===== config.mk =====
export PLATFORM = sky130hd
export DESIGN_NAME = btmx_step
export DESIGN_NICKNAME = d
export VERILOG_FILES = /design/src/rtl/core/btmx_pkg.sv /design/src/rtl/core/btmx_step.sv
export SDC_FILE = /design/constraint.sdc
export NUM_CORES = 1
export LEC_CHECK = 0
export BUFFER_PORTS_ARGS = -buffer_cell sky130_fd_sc_hd__buf_2
export CAP_MARGIN = 20
export CORE_MARGIN = 1
export CORE_UTILIZATION = 42
export DETAILED_ROUTE_END_ITERATION = 7
export GPL_ROUTABILITY_DRIVEN = 0
export PLACE_DENSITY = 0.85
export SETUP_SLACK_MARGIN = 0.1
export SLEW_MARGIN = 20
export SYNTH_ARGS = -nofsm -noshare
export SYNTH_HDL_FRONTEND = slang
export SYNTH_SLANG_ARGS = --single-unit

===== constraint.sdc =====
create_clock -name vclk -period 1.6
set_input_delay 0.16 -clock vclk [all_inputs]
set_output_delay 0.16 -clock vclk [all_outputs]
set_load 0.005 [all_outputs]

===== src/rtl/core/btmx_pkg.sv =====
// ----------------------------------------------------------------------------
// btmx_pkg
// Shared defaults, command codes and the per-level control struct of the
// binary trie maximum-XOR block.
// ----------------------------------------------------------------------------
package btmx_pkg;

    localparam int VALUE_BITS_DEF = 32;
    localparam int NODE_COUNT_DEF = 4096;

    localparam logic CMD_INSERT = 1'b0;
    localparam logic CMD_QUERY  = 1'b1;

    // Decision of one trie level
    typedef struct packed {
        logic wr_en;    // write back the current node's child pair
        logic alloc;    // next node is taken from the free pointer
        logic res_bit;  // result bit of this level (queries)
        logic stop;     // no child to follow (queries)
    } t_step_ctl;

endpackage


===== src/rtl/core/btmx_step.sv =====
// ----------------------------------------------------------------------------
// btmx_step
// One trie level: picks the child to follow for an insert or a query,
// allocates a missing child on insert and builds the updated child pair.
// ----------------------------------------------------------------------------
module btmx_step
    import btmx_pkg::*;
#(
    parameter int IDX_W = 12
) (
    input  logic             i_query,
    input  logic             i_bit,
    input  logic [IDX_W-1:0] i_child0,
    input  logic [IDX_W-1:0] i_child1,
    input  logic [IDX_W-1:0] i_free,
    output logic [IDX_W-1:0] o_next,
    output logic [IDX_W-1:0] o_wr_child0,
    output logic [IDX_W-1:0] o_wr_child1,
    output t_step_ctl        o_ctl
);

    logic [IDX_W-1:0] same_child;
    logic [IDX_W-1:0] opp_child;
    logic             same_ok;
    logic             opp_ok;

    assign same_child = i_bit ? i_child1 : i_child0;
    assign opp_child  = i_bit ? i_child0 : i_child1;
    assign same_ok    = (same_child != '0);
    assign opp_ok     = (opp_child != '0);

    always_comb begin
        o_next      = '0;
        o_wr_child0 = i_child0;
        o_wr_child1 = i_child1;
        o_ctl       = '0;
        if (i_query) begin
            if (opp_ok) begin
                o_next        = opp_child;
                o_ctl.res_bit = 1'b1;
            end else if (same_ok) begin
                o_next = same_child;
            end else begin
                o_ctl.stop = 1'b1;
            end
        end else begin
            if (same_ok) begin
                o_next = same_child;
            end else begin
                // hang a fresh node on the missing side
                o_next      = i_free;
                o_ctl.alloc = 1'b1;
                o_ctl.wr_en = 1'b1;
                if (i_bit) begin
                    o_wr_child1 = i_free;
                end else begin
                    o_wr_child0 = i_free;
                end
            end
        end
    end

endmodule

==> results_dict.tcl, run 1 <==
set metrics [dict create \
    status "complete, but fails checks" \
    violations "setup timing" \
    slew_headroom 0.767 \
    syn_nets 159 \
    grt_util_all_layers 0.386 \
    report.final.slew_viol_count 0 \
    grt_pass1_vias 1523 \
    powerDensity_nw_per_um2 245 \
    regArea_um2 0 \
    worst_hold_slack_ps 598 \
    min_period_over_period 1.15 \
    io_pins 78 \
    synth_area_leaders "a21o_1 18%, mux2_2 9.3%, a211o_1 9.0%" \
    fmax_mhz 542 \
    crit_path_start_kind "input pin" \
    critPathKind "in -> out" \
    power_leakage_uw 0.00105 \
    wl_per_cell_um 21.1 \
    netlist.area_leader.share 0.178 \
    dieArea_um2 2500 \
    crit_required_ps 1440 \
    grt_antenna_before_repair 0 \
    arrival_ps 1690 \
    final_cell_area_um2 1890 \
    dr.pass1.iters 6 \
    drc 0 \
    grt_pass1_wl_um 7450 \
    fill_cells 120 \
    hold_path.class "in -> out" \
    die_x_um 50.0 \
    rsz0062_at_grt "yes" \
    synth_area_um2 968 \
    irDropWorstVdd_mv 0.185 \
    syn_inst 121 \
    n_clock_buffer 0 \
    cap_violations 0 \
    synth_cell_types 34 \
    yosysSeqAreaShare 0 \
    final_cells 258 \
    yosysMostFrequentCell "a21o_1" \
    antenna_left 0 \
    setup_ws_ps -246 \
    yosysTopAreaCell "a21o_1" \
    synth_commonest_cells "23 x a21o_1, 10 x a211o_1, 9 x nand2_1, 8 x mux2_2, 8 x mux2i_1" \
    hold_violations 0 \
    holdBufCountCts 0 \
    seq_cell_count 0 \
    drt-vias-per-instance 6.58 \
    setup_violations 38 \
    nNetsFinal 270 \
    path_max_fanout 5 \
    vias 1697 \
    place_inst 252 \
    die_y_um 50.0 \
    wirelength_um 5450 \
    rows 17 \
    placed_cell_area_um2 1600 \
    worst_pin_slew_ps 350 \
    diodes 0 \
    drive_gt1_frac 0.648 \
    drt_iter0_markers 78 \
    start_util 0.442 \
    cp-end-kind "output port" \
    io_buffers 78 \
    fin_util 0.861 \
    yosys_warnings 0 \
    grt_start_max_net_pins 20 \
    syn_to_final_growth_pct 94.8 \
    globalRouteOverflowTotal 0 \
    period_needed_ps 1850 \
    synth_area_per_cell_um2 8.00 \
    coreArea_um2 2190 \
    totalPowerFinal_uw 462 \
    place_hpwl_um 3190 \
]
==> final cells by class <==
type | instances | area, um^2 | area share
inverter | 1 | 3.75 | 0.00199
multi-input combinational | 109 | 1000 | 0.532
tap | 28 | 35.0 | 0.0186
timing repair buffer | 120 | 845 | 0.448
==> per-layer routing <==
| metal | routed length, um | track usage |
|---|---|---|
| met5 | 0 | 0 |
| met4 | 416 | 0.186 |
| met3 | 574 | 0.0463 |
| met2 | 2640 | 0.698 |
| met1 | 1820 | 0.437 |
==> stage by stage <==
stage                     TNS (ps)  worst slack [ps]
final                        -5930              -246
after global routing         -7510              -318
after CTS                    -2280              -125
after detailed placement     -6590              -220
after global placement       -4420              -187
after floorplan                  0               103
==> repair_timing <==
item,4_1_cts,5_1_grt
resized for setup,42,12
setup endpoints to repair,40,40
buffers inserted,1,5
endpoints found under the hold margin,0,0
pin swaps,46,18
cloned,0,0
==> critical path: stages <==
cell and delay (ps):
buf_8 100, nor4_4 340, nand3_2 140, buf_6 150
mux2i_4 220, buf_6 170, a211o_1 120, o211a_1 150
buf_2 130
==> cell families (layout without fill, tap and decap cells) <==
logic type,after synthesis,in the layout,synth area share
muxes,18,18,0.214
buffers and inverters,12,121,0.0672
AOI/OAI and AO/OA,52,52,0.451
and+or+nand+nor,39,39,0.267
==> cells in the final DEF, fill, tap and decap left out, types with 2 or more instances in the layout <==
master and count:
buf_4 33, a22oi_1 3, and2_4 2, buf_8 3
nand2_1 9, o211a_1 7, nor3_1 2, buf_2 63
nor2b_1 3, mux2i_1 8, a211oi_2 2, mux2_2 8
nor4_4 6, nor2_1 2, a32o_1 3, nand3_2 2
buf_6 21, nand3_1 7, a211o_1 10, a21o_1 23
==> report_power, final <==
part	internal [uW]	switching, uW	total (uW)
clock network	0	0	0
registers	0	0	0
logic	238	224	462
total	238	224	462
==> worst paths after layout <==
path                   startpoint             end  slack [ps]  depth (start not counted)
worst max-delay path  i_child1[5]       o_next[4]        -250                          9
worst min-delay path  i_child1[2]  o_wr_child1[2]         600                          3
Note: power is estimated with default switching activity, not from simulation.
==> inputs of run 2 (changes only) <==
Settings changed: CORE_MARGIN 1 to 8, CORE_UTILIZATION 42 to 45, PLACE_DENSITY 0.85 to 0.91.
Clock period 1.6 ns to 2.31 ns, I/O delays scaled along.
==> run 2 against run 1 <==
The run now ends clean. Setup slack better by 480 ps. Die area rose by 56%. Sequential share of layout area stayed put. First-iteration DRC count shrank 15%. Final area down 27%. Routed wire length shrank 31%. Final cell count decreased by 15%. Combinational power fell by 50%. Non-clock buffer count shrank 37. Via count down 23%. Critical endpoint is now o_next[10].
==> results_dict.tcl, run 2 (synthesis gave the netlist of run 1 again) <==
set metrics [dict create \
    status "complete, no violations" \
    globalRouteOverflowTotal 0 \
    die_y_um 62.4 \
    grt_start_max_net_pins 26 \
    layout_common_cells "78 x buf_2, 23 x a21o_1, 10 x a211o_1" \
    report.final.slew_viol_count 0 \
    drt_iter0_markers 66 \
    crit_top_cell "buf_2" \
    rows 16 \
    hold_path.class "in -> out" \
    worstHoldStart "i_free[2]" \
    slowest_stage "mux2i_4" \
    cap_violations 0 \
    seq_cell_count 0 \
    final_cell_area_um2 1370 \
    place_hpwl_um 3020 \
    period_needed_ps 2070 \
    io_buffers 78 \
    vias 1305 \
    dr.pass1.iters 4 \
    worst_path_largest_cell_delay_ps 350 \
    dieArea_um2 3890 \
    die_x_um 62.4 \
    worst_pin_slew_ps 510 \
    antenna_left 0 \
    min_period_over_period 0.898 \
    min_path_cells 3 \
    start_util 0.484 \
    min_to "o_wr_child1[2]" \
    grt_pass1_wl_um 6060 \
    coreArea_um2 2000 \
    grt_pass1_vias 1310 \
    postCtsSetupRepairBufs 0 \
    wl_per_cell_um 17.0 \
    power_leakage_uw 0.000805 \
    setup_violations 0 \
    diodes 0 \
    cp-end-kind "output port" \
    path_cells "buf_2 -> nor4_2 -> nand3_2 -> mux2i_4 -> and2_1 -> o2bb2ai_1 -> buf_2" \
    crit_required_ps 2080 \
    wirelength_um 3750 \
    fin_util 0.684 \
    syn_to_final_growth_pct 41.3 \
    grt_util_all_layers 0.173 \
    regArea_um2 0 \
    drive_gt1_frac 0.544 \
    n_clock_buffer 0 \
    io_pins 78 \
    critPathKind "in -> out" \
    drt-vias-per-instance 5.93 \
    setup_tns_ps 0 \
    worst_hold_slack_ps 754 \
    final_common_cell "buf_2" \
    place_inst 220 \
    crit_path_start_kind "input pin" \
    cts.repair.resized 0 \
    grt_antenna_before_repair 0 \
    slew_headroom 0.660 \
    nNetsFinal 233 \
    fmax_mhz 482 \
    hold_violations 0 \
    holdBufCountCts 0 \
    path_max_fanout 9 \
    cpLargestDelayFamily "simple AND/OR/NAND/NOR gates" \
    rsz0062_at_grt "no" \
    arrival_ps 1840 \
    drc 0 \
    irDropWorstVdd_mv 0.0932 \
    final_cells 220 \
    placed_cell_area_um2 1370 \
    cp_num_buf_inv 2 \
    powerDensity_nw_per_um2 170 \
]
==> run 2: cell count changes in the layout (fill, tap and decap cells not counted), moves of 2 or more <==
cell,delta
buf_4,-28
nor4_2,+6
buf_6,-21
buf_2,+15
nor3_1,+2
buf_8,-3
nor4_4,-6
==> run 2: metrics by stage <==
step	power (uW)	setup slack [ps]
2_1_floorplan	121	668
5_1_grt	254	127
3_5_place_dp	231	277
3_3_place_gp	224	284
6_report	232	235
4_1_cts	232	274
==> run 2: worst max-delay path by stage <==
stage	start	endpoint	slack [ps]	depth (start not counted)
6_report	i_child0[3]	o_next[10]	240	7
5_1_grt	i_child0[3]	o_next[10]	130	7
4_1_cts	i_child0[3]	o_next[5]	270	7
3_5_place_dp	i_child0[3]	o_next[5]	280	7
3_3_place_gp	i_child1[4]	o_next[5]	280	7
2_1_floorplan	i_bit	o_next[1]	670	5
==> run 2: report_power, final <==
part	internal [uW]	switching (uW)	leakage, uW	total, uW
sequential	0	0	0	0
clock	0	0	0	0
combinational	118	114	0.000805	232
total	118	114	0.000805	232
==> run 2: final cells by class <==
type | instances | area (um^2)
multi-input combinational | 109 | 903
tap | 27 | 33.8
fill | 169 | 633
inverter | 1 | 3.75
timing repair buffer | 83 | 428
==> run 2: routing by layer <==
layer | vias to the layer above | GRT usage | share of wire
met5 | - | 0 | 0
met2 | 54 | 0.310 | 0.49
met1 | 615 | 0.206 | 0.43
met3 | 4 | 0.0323 | 0.061
li1 | 632 | - | -
met4 | 0 | 0.0370 | 0.012
